<file path="src/hdl/aevs_pkg.sv">
// Package for the adaptive EMA vector smoother.
// Holds action codes, controller/datapath command and status types and
// fixed-point constants. Depends on nothing.
package aevs_pkg;

  localparam int SAMPLE_W = 32;
  localparam int ALPHA_W  = 17;
  localparam int NUM_CH   = 3;
  localparam int NUM_AXES = 3;
  localparam int AXIS_W   = 2;
  localparam int DIST_W   = 34;

  localparam logic [ALPHA_W-1:0] ONE_Q16     = 17'd65536;
  localparam logic [ALPHA_W-1:0] ALPHA_RESET = 17'd32768;
  localparam logic [DIST_W-1:0]  THR_LINEAR  = 34'd25600;
  localparam logic [DIST_W-1:0]  THR_ROT     = 34'd512;
  // ceil(2^26 / 25): floor(x / 25) = (x * RECIP_25) >> 26 for x below 2^21.
  localparam logic [21:0]        RECIP_25    = 22'd2684355;
  localparam logic [50:0]        ROUND_HALF  = 51'd32768;

  localparam logic [AXIS_W-1:0] GAZE_LAST_AXIS = 2'd1;
  localparam logic [AXIS_W-1:0] VEC_LAST_AXIS  = 2'd2;

  localparam logic CFG_ALPHA    = 1'b0;
  localparam logic CFG_ADAPTIVE = 1'b1;

  typedef enum logic [1:0] {
    ACT_GAZE     = 2'd0,
    ACT_POSITION = 2'd1,
    ACT_ROTATION = 2'd2,
    ACT_CLEAR    = 2'd3
  } action_t;

  typedef struct packed {
    logic              load;
    logic              clear;
    logic              pass;
    logic              accum;
    logic              norm;
    logic              scale;
    logic              weight;
    logic              diff;
    logic              mul;
    logic              add;
    logic              out_load;
    logic [AXIS_W-1:0] axis;
  } cmd_t;

  typedef struct packed {
    action_t action;
    logic    seen;
    logic    adaptive;
    logic    out_free;
  } stat_t;

endpackage

</file>
<file path="src/hdl/aevs_ifs.sv">
// Valid/ready channel interfaces for samples and smoothed results.
// Depends on aevs_pkg.
interface aevs_sample_if;
  import aevs_pkg::*;
  logic               valid;
  logic               ready;
  action_t            action;
  logic signed [31:0] comp_a;
  logic signed [31:0] comp_b;
  logic signed [31:0] comp_c;
  modport source (output valid, action, comp_a, comp_b, comp_c, input ready);
  modport sink (input valid, action, comp_a, comp_b, comp_c, output ready);
endinterface

interface aevs_result_if;
  logic               valid;
  logic               ready;
  logic signed [31:0] out_a;
  logic signed [31:0] out_b;
  logic signed [31:0] out_c;
  logic               passed_through;
  modport source (output valid, out_a, out_b, out_c, passed_through, input ready);
  modport sink (input valid, out_a, out_b, out_c, passed_through, output ready);
endinterface

</file>
<file path="src/hdl/adaptive_ema_vector_smoother.sv">
// Adaptive EMA vector smoother top level. A clear or first sample goes from decide
// to the result stage; others run weight, then diff, multiply and add per axis
// (2 axes for gaze, 3 otherwise), after a distance pass over the axes and norm
// and scale in adaptive mode. A new sample is taken in the cycle after its result
// is registered. The lerp multiplier is shared across axes. Synchronous active-high
// reset zeroes every store and seen flag and loads alpha 0.5 with adaptive mode off.
module adaptive_ema_vector_smoother (
  input  logic                         clk,
  input  logic                         rst,
  input  logic                         cfg_write,
  input  logic                         cfg_index,
  input  logic [aevs_pkg::ALPHA_W-1:0] cfg_data,
  aevs_sample_if.sink                  sample,
  aevs_result_if.source                result
);
  import aevs_pkg::*;

  cmd_t  cmd;
  stat_t stat;
  logic  in_ready;

  assign sample.ready = in_ready;

  aevs_ctrl u_ctrl (
    .clk      (clk),
    .rst      (rst),
    .in_valid (sample.valid),
    .in_ready (in_ready),
    .stat     (stat),
    .cmd      (cmd)
  );

  aevs_datapath u_datapath (
    .clk       (clk),
    .rst       (rst),
    .cfg_write (cfg_write),
    .cfg_index (cfg_index),
    .cfg_data  (cfg_data),
    .sample    (sample),
    .result    (result),
    .cmd       (cmd),
    .stat      (stat)
  );

endmodule

</file>
<file path="src/hdl/aevs_ctrl.sv">
// Sequencing state machine for the smoother.
// Issues datapath commands and steps through the axes. Depends on aevs_pkg.
module aevs_ctrl (
  input  logic           clk,
  input  logic           rst,
  input  logic           in_valid,
  output logic           in_ready,
  input  aevs_pkg::stat_t stat,
  output aevs_pkg::cmd_t  cmd
);
  import aevs_pkg::*;

  typedef enum logic [3:0] {
    S_IDLE, S_DECIDE, S_DIST, S_NORM, S_SCALE, S_WEIGHT, S_DIFF, S_MUL, S_ADD, S_DONE
  } state_t;

  state_t            state;
  logic [AXIS_W-1:0] axis;
  logic              last_axis;

  assign last_axis = (axis == ((stat.action == ACT_GAZE) ? GAZE_LAST_AXIS : VEC_LAST_AXIS));
  assign in_ready  = (state == S_IDLE);

  always_ff @(posedge clk) begin
    if (rst) begin
      state <= S_IDLE;
      axis  <= '0;
    end else begin
      case (state)
        S_IDLE: begin
          axis <= '0;
          if (in_valid) state <= S_DECIDE;
        end
        S_DECIDE: begin
          if (stat.action == ACT_CLEAR || !stat.seen) state <= S_DONE;
          else if (stat.adaptive) state <= S_DIST;
          else state <= S_WEIGHT;
        end
        S_DIST: begin
          if (last_axis) begin
            axis  <= '0;
            state <= S_NORM;
          end else begin
            axis <= axis + 1'b1;
          end
        end
        S_NORM:   state <= S_SCALE;
        S_SCALE:  state <= S_WEIGHT;
        S_WEIGHT: state <= S_DIFF;
        S_DIFF:   state <= S_MUL;
        S_MUL:    state <= S_ADD;
        S_ADD: begin
          if (last_axis) begin
            state <= S_DONE;
          end else begin
            axis  <= axis + 1'b1;
            state <= S_DIFF;
          end
        end
        S_DONE: begin
          if (stat.out_free) state <= S_IDLE;
        end
        default: state <= S_IDLE;
      endcase
    end
  end

  always_comb begin
    cmd          = '0;
    cmd.axis     = axis;
    cmd.load     = (state == S_IDLE) && in_valid;
    cmd.clear    = (state == S_DECIDE) && (stat.action == ACT_CLEAR);
    cmd.pass     = (state == S_DECIDE) && (stat.action != ACT_CLEAR) && !stat.seen;
    cmd.accum    = (state == S_DIST);
    cmd.norm     = (state == S_NORM);
    cmd.scale    = (state == S_SCALE);
    cmd.weight   = (state == S_WEIGHT);
    cmd.diff     = (state == S_DIFF);
    cmd.mul      = (state == S_MUL);
    cmd.add      = (state == S_ADD);
    cmd.out_load = (state == S_DONE) && stat.out_free;
  end

endmodule

</file>
<file path="src/hdl/aevs_datapath.sv">
// Datapath of the smoother: channel stores, configuration registers,
// distance accumulator, adaptive weight and the shared lerp multiplier.
// Depends on aevs_pkg and aevs_ifs.
module aevs_datapath (
  input  logic                            clk,
  input  logic                            rst,
  input  logic                            cfg_write,
  input  logic                            cfg_index,
  input  logic [aevs_pkg::ALPHA_W-1:0]    cfg_data,
  aevs_sample_if.sink                     sample,
  aevs_result_if.source                   result,
  input  aevs_pkg::cmd_t                  cmd,
  output aevs_pkg::stat_t                 stat
);
  import aevs_pkg::*;

  logic [ALPHA_W-1:0]  alpha;
  logic                adaptive_enable;
  logic [ALPHA_W-1:0]  alpha_clamped;

  logic [SAMPLE_W-1:0] store [NUM_CH][NUM_AXES];
  logic [NUM_CH-1:0]   seen;

  action_t             action;
  logic [SAMPLE_W-1:0] comp [NUM_AXES];
  logic [SAMPLE_W-1:0] res [NUM_AXES];
  logic                pass_flag;

  logic [DIST_W-1:0]   distance;
  logic [ALPHA_W-1:0]  norm;
  logic [33:0]         scale_prod;
  logic [ALPHA_W-1:0]  weight;
  logic signed [32:0]  diff;
  logic signed [50:0]  lerp_prod;

  logic [1:0]          chan;
  logic [SAMPLE_W-1:0] cur_store;
  logic [SAMPLE_W-1:0] cur_in;
  logic signed [32:0]  cur_diff;
  logic [32:0]         cur_abs;
  logic [20:0]         lin_x;
  logic [42:0]         lin_prod;
  logic [ALPHA_W-1:0]  norm_next;
  logic [50:0]         rounded;
  logic [SAMPLE_W-1:0] lerp_out;

  assign chan          = action;
  assign alpha_clamped = (alpha > ONE_Q16) ? ONE_Q16 : alpha;
  assign cur_store     = store[chan][cmd.axis];
  assign cur_in        = comp[cmd.axis];
  assign cur_diff      = $signed({cur_in[SAMPLE_W-1], cur_in})
                       - $signed({cur_store[SAMPLE_W-1], cur_store});
  assign cur_abs       = cur_diff[32] ? 33'(-cur_diff) : 33'(cur_diff);
  assign lin_x         = {distance[14:0], 6'b0};
  assign lin_prod      = 43'(lin_x) * 43'(RECIP_25);
  assign rounded       = 51'(lerp_prod) + ROUND_HALF;
  assign lerp_out      = store[chan][cmd.axis] + rounded[47:16];

  always_comb begin
    if (action == ACT_ROTATION) begin
      norm_next = (distance >= THR_ROT) ? ONE_Q16 : {1'b0, distance[8:0], 7'b0};
    end else begin
      norm_next = (distance >= THR_LINEAR) ? ONE_Q16 : lin_prod[42:26];
    end
  end

  assign stat.action   = action;
  assign stat.seen     = (action == ACT_CLEAR) ? 1'b0 : seen[chan];
  assign stat.adaptive = adaptive_enable;
  assign stat.out_free = !result.valid || result.ready;

  always_ff @(posedge clk) begin
    if (rst) begin
      alpha           <= ALPHA_RESET;
      adaptive_enable <= 1'b0;
    end else if (cfg_write) begin
      if (cfg_index == CFG_ALPHA) alpha <= cfg_data;
      else if (cfg_index == CFG_ADAPTIVE) adaptive_enable <= cfg_data[0];
    end
  end

  always_ff @(posedge clk) begin
    if (rst) begin
      seen <= '0;
      for (int c = 0; c < NUM_CH; c++) begin
        for (int i = 0; i < NUM_AXES; i++) store[c][i] <= '0;
      end
    end else if (cmd.clear) begin
      seen <= '0;
      for (int c = 0; c < NUM_CH; c++) begin
        for (int i = 0; i < NUM_AXES; i++) store[c][i] <= '0;
      end
    end else if (cmd.pass) begin
      seen[chan] <= 1'b1;
      store[chan][0] <= comp[0];
      store[chan][1] <= comp[1];
      if (action != ACT_GAZE) store[chan][2] <= comp[2];
    end else if (cmd.add) begin
      store[chan][cmd.axis] <= lerp_out;
    end
  end

  always_ff @(posedge clk) begin
    if (cmd.load) begin
      action    <= sample.action;
      comp[0]   <= sample.comp_a;
      comp[1]   <= sample.comp_b;
      comp[2]   <= sample.comp_c;
      for (int i = 0; i < NUM_AXES; i++) res[i] <= '0;
      pass_flag <= 1'b0;
      distance  <= '0;
    end
    if (cmd.pass) begin
      pass_flag <= 1'b1;
      res[0]    <= comp[0];
      res[1]    <= comp[1];
      if (action != ACT_GAZE) res[2] <= comp[2];
    end
    if (cmd.accum)  distance   <= distance + DIST_W'(cur_abs);
    if (cmd.norm)   norm       <= norm_next;
    if (cmd.scale)  scale_prod <= 34'(alpha_clamped) * 34'(norm);
    if (cmd.weight) begin
      weight <= adaptive_enable ? (alpha_clamped - scale_prod[33:17]) : alpha_clamped;
    end
    if (cmd.diff)   diff       <= cur_diff;
    if (cmd.mul)    lerp_prod  <= 51'(diff) * 51'($signed({1'b0, weight}));
    if (cmd.add)    res[cmd.axis] <= lerp_out;
  end

  always_ff @(posedge clk) begin
    if (rst) begin
      result.valid <= 1'b0;
    end else if (cmd.out_load) begin
      result.valid <= 1'b1;
    end else if (result.ready) begin
      result.valid <= 1'b0;
    end
  end

  always_ff @(posedge clk) begin
    if (cmd.out_load) begin
      result.out_a          <= res[0];
      result.out_b          <= res[1];
      result.out_c          <= res[2];
      result.passed_through <= pass_flag;
    end
  end

endmodule
</file>
<file path="src/flat_wrapper.sv">
// flat-port wrapper written by rule: the top's interface ports become plain ports
module adaptive_ema_vector_smoother_flat import aevs_pkg::*;
  (clk, rst, cfg_write, cfg_index, cfg_data, sample_valid, sample_action, sample_comp_a, sample_comp_b, sample_comp_c, sample_ready, result_valid, result_out_a, result_out_b, result_out_c, result_passed_through, result_ready);
  aevs_sample_if sample_i ();
  aevs_result_if result_i ();
  input  logic clk;
  input  logic rst;
  input  logic cfg_write;
  input  logic cfg_index;
  input  logic [aevs_pkg::ALPHA_W-1:0] cfg_data;
  input wire logic [$bits(sample_i.valid)-1:0] sample_valid;
  input wire logic [$bits(sample_i.action)-1:0] sample_action;
  input wire logic [$bits(sample_i.comp_a)-1:0] sample_comp_a;
  input wire logic [$bits(sample_i.comp_b)-1:0] sample_comp_b;
  input wire logic [$bits(sample_i.comp_c)-1:0] sample_comp_c;
  output wire logic [$bits(sample_i.ready)-1:0] sample_ready;
  output wire logic [$bits(result_i.valid)-1:0] result_valid;
  output wire logic [$bits(result_i.out_a)-1:0] result_out_a;
  output wire logic [$bits(result_i.out_b)-1:0] result_out_b;
  output wire logic [$bits(result_i.out_c)-1:0] result_out_c;
  output wire logic [$bits(result_i.passed_through)-1:0] result_passed_through;
  input wire logic [$bits(result_i.ready)-1:0] result_ready;
  assign sample_i.valid = sample_valid;
  assign sample_i.action = sample_action;
  assign sample_i.comp_a = sample_comp_a;
  assign sample_i.comp_b = sample_comp_b;
  assign sample_i.comp_c = sample_comp_c;
  assign sample_ready = sample_i.ready;
  assign result_valid = result_i.valid;
  assign result_out_a = result_i.out_a;
  assign result_out_b = result_i.out_b;
  assign result_out_c = result_i.out_c;
  assign result_passed_through = result_i.passed_through;
  assign result_i.ready = result_ready;
  adaptive_ema_vector_smoother u_core (.clk(clk), .rst(rst), .cfg_write(cfg_write), .cfg_index(cfg_index), .cfg_data(cfg_data), .sample(sample_i), .result(result_i));
endmodule
</file>
<file path="config.mk">
export PLATFORM = sky130hd
export DESIGN_NAME = adaptive_ema_vector_smoother_flat
export DESIGN_NICKNAME = d
export VERILOG_FILES = /design/src/hdl/aevs_pkg.sv /design/src/hdl/aevs_ifs.sv /design/src/hdl/adaptive_ema_vector_smoother.sv /design/src/hdl/aevs_ctrl.sv /design/src/hdl/aevs_datapath.sv /design/src/flat_wrapper.sv
export SDC_FILE = /design/constraint.sdc
export NUM_CORES = 2
export LEC_CHECK = 0
export BUFFER_PORTS_ARGS = -buffer_cell sky130_fd_sc_hd__buf_2
export CAP_MARGIN = 40
export CORE_ASPECT_RATIO = 0.75
export CORE_MARGIN = 8
export CORE_UTILIZATION = 45
export DETAILED_ROUTE_END_ITERATION = 7
export GPL_TIMING_DRIVEN = 0
export HOLD_SLACK_MARGIN = 0.03
export REMOVE_ABC_BUFFERS = 1
export SYNTH_ARGS = -nofsm -noshare
export SYNTH_HDL_FRONTEND = slang
export SYNTH_SLANG_ARGS = --single-unit
</file>
<file path="constraint.sdc">
create_clock -name clk -period 24.1 [get_ports clk]
set_input_delay 1.205 -clock clk [delete_from_list [all_inputs] [get_ports clk]]
set_output_delay 1.205 -clock clk [all_outputs]
set_load 0.03 [all_outputs]
</file>
==> results.py <==
metrics = {
    "critical_path": {
        "worstSetupStartpointType": "flop",
        "slowest_delay_ps": 610,
        "path_buf_inv": 5,
        "criticalPathCategory": "flop to flop",
        "cpMostUsedCell": "a21oi_1",
        "worstPathRequired_ps": 24550,
        "critPathArrivalTime_ps": 11230,
        "end_kind": "flop",
        "crit_fanout": 32,
        "slowest_stage": "o31ai_1",
        "cpLargestDelayFamily": "compound AO/OA/AOI/OAI gates",
    },
    "logic_synthesis": {
        "ys.warnings.count": 0,
        "yosys.area.top_type_share": 0.341,
        "yosysMostFrequentCell": "inv_1",
        "synth_commonest_cells": "1157 x inv_1, 839 x fa_1, 826 x edfxtp_1, 791 x nand2_1, 543 x nor2_1",
        "synth_cells": 6834,
        "synth_enable_flop_cells": 826,
        "yosys-top-cells-area": "edfxtp_1 34%, fa_1 23%, ha_1 8.4%, inv_1 6.0%, nand2_1 4.1%",
        "synth-seq-area-share": 0.350,
        "async_reset_ff_frac": 0,
        "synth_area_sq_mm": 0.0728,
        "yosysTopAreaCell": "edfxtp_1",
        "ys_types": 77,
        "ys_ff_latch": 859,
        "ys.flop_type": "edfxtp_1",
        "syn_avg_cell_area_sq_um": 10.6,
    },
    "drt": {
        "drcViolationCount": 0,
        "avgViaCountPerCell": 5.47,
        "antenna_left": 0,
        "drt_first_pass_iters": 5,
        "finalWirelength_mm": 199,
        "drt_iter0_drc": 4417,
        "wire_per_inst_um": 21.7,
        "num_vias": 50100,
    },
    "placement": {
        "place_ws_ps": 13730,
        "dp_hpwl_mm": 150,
        "dp_cells": 9009,
        "portBuffers": 219,
        "globalplace.congestion": 0.898,
    },
    "global_routing": {
        "grt_util_all_layers": 0.228,
        "grt_pass1_wl_mm": 310,
        "grt_pass1_vias": 52100,
        "grt_start_max_net_pins": 70,
        "antenna_found_initial": 4,
        "overflow": 0,
    },
    "clocking": {
        "cts.clk_slew.worst_paths_ps": 70,
        "cts_made_buffers": 86,
        "cts-resized-gates": 0,
        "clk_path_buf_depth": 3,
        "htreeDepth": 3,
        "root_buffer": "clkbuf_16",
        "clk_latency_ps": 720,
        "cts_tree": "built",
        "cts_setup_buffers": 0,
        "holdBufCountCts": 0,
        "clkSinkCount": 859,
    },
    "timing": {
        "min_period_ps": 10780,
        "tns_ps": 0,
        "setup_viol": 0,
        "slew_headroom": 0.226,
        "post-route-period-util": 0.447,
        "rsz0062_at_grt": "no",
        "fin_skew_ps": 45.9,
        "whs_ps": 411,
        "setup_ws_ps": 13320,
        "max_freq_mhz": 92.8,
        "drv_slew": 0,
        "final_hold_viol_count": 0,
        "tightest_slew_ps": 1130,
    },
    "floorplanning": {
        "initial_core_util": 0.454,
        "die_w_um": 480,
        "dieHeight_um": 364,
        "io_pins": 220,
        "rows": 127,
        "core_sq_mm": 0.160,
        "fp.dieArea_sq_mm": 0.175,
    },
    "cells_and_area": {
        "fin_cells": 9167,
        "area_growth_pct": 10.7,
        "nets": 8417,
        "drive_above_1_share": 0.0915,
    },
    "run": {
        "cap_violations": 0,
    },
    "hold_path": {
        "hold_path.class": "flop to flop",
    },
    "outcome": {
        "status": "complete, no violations",
    },
}
[worst paths after layout]
check | start | end | slack (ps) | cells past startpoint
hold / removal | u_core.u_datapath.res[2][7]$_DFFE_PP_ | result_out_c[7]$_DFFE_PP_ | 410 | 0
setup / recovery | u_core.u_ctrl.axis[0]$_SDFFE_PP0P_ | u_core.u_datapath.distance[30]$_SDFFCE_PN0P_ | 13320 | 33
hold reg to reg | u_core.u_datapath.res[2][7]$_DFFE_PP_ | result_out_c[7]$_DFFE_PP_ | 410 | 0
setup reg to reg | u_core.u_ctrl.axis[0]$_SDFFE_PP0P_ | u_core.u_datapath.distance[30]$_SDFFCE_PN0P_ | 13320 | 33
[cells in the final DEF (no fill, tap or decap), types with 26 or more instances in the layout]
cell          n
a21o_1       64
xor2_1       86
inv_1      1156
a31oi_1      26
and3_1       88
o21a_1       49
nor2_1      534
a22o_1       30
mux2_2       42
nand2_1     768
a21oi_1     247
mux4_2       66
o21ai_0     179
edfxtp_1    826
o22a_1       34
mux2i_1     117
nor3_1       53
ha_1        486
a211oi_1     28
nand3_1      50
clkbuf_16    88
xnor2_1     134
nor2b_1      29
buf_2       223
and2_1      299
buf_16       36
dfxtp_1      27
buf_12       32
fa_1        839
nand2b_1     26
[layer usage]
| layer | up-vias | wire length [um] | global-route usage | share of wire |
|---|---|---|---|---|
| li1 | 22600 | - | - | - |
| met5 | - | 0 | 0 | 0 |
| met4 | 0 | 3960 | 0.0485 | 0.020 |
| met2 | 1854 | 88300 | 0.352 | 0.44 |
| met1 | 25400 | 90900 | 0.341 | 0.46 |
| met3 | 277 | 15300 | 0.0346 | 0.077 |
[cells by family after synthesis]
group	after synthesis	share of synthesized area
xor gates and xnor gates	220	0.0265
adders and majority gates	1325	0.314
muxes	225	0.0430
AOI/OAI and AO/OA	773	0.0672
buffers and inverters	1444	0.0745
DFF	859	0.350
and+or+nand+nor	1988	0.124
[stage by stage]
step	utilization	instance area [sq um]
2_1_floorplan	-	71700
3_3_place_gp	0.471	75500
3_5_place_dp	0.486	77800
4_1_cts	0.503	80500
5_1_grt	0.503	80600
6_report	0.503	80600
[worst reg2reg max path: cells and delay by family, from the launching register on]
family | cells | cell delay, ps
xor+xnor | 1 | 200
fa+ha+maj | 3 | 1200
simple gates | 5 | 970
buf+inv | 5 | 1610
compound gates | 19 | 6070
flops | 1 | 470
[sequential cells by signal, indices dropped and copies added (netlist names), named ones only]
signal,count
u_core.u_datapath.store,384
u_core.u_datapath.comp,96
u_core.u_datapath.res,96
u_core.u_datapath.distance,34
u_core.u_datapath.diff,33
u_core.u_datapath.lerp_prod,33
result_out_a,32
result_out_b,32
result_out_c,32
u_core.u_datapath.alpha,17
u_core.u_datapath.norm,17
u_core.u_datapath.scale_prod,17
u_core.u_datapath.weight,17
u_core.u_ctrl.state,4
u_core.u_datapath.seen,3
u_core.u_ctrl.axis,2
u_core.u_datapath.action,2
u_core.u_datapath.adaptive_enable,1
u_core.u_datapath.pass_flag,1
u_core.u_datapath.result.passed_through,1
u_core.u_datapath.result.valid,1
[final cells by class]
type / instances / area [sq um]
clock buffers: 102 / 2240
repair buffers: 335 / 3270
multi-input cells: 4531 / 42100
fillers: 14300 / 79600
well taps: 2128 / 2660
clock inverters: 52 / 480
inverters: 1158 / 4350
flip-flops and latches: 859 / 25500
diodes: 2 / 5.00
Power is left out: the tool's default activity adds up to more than one toggle a clock period on the data nets, which glitch-free logic cannot reach.
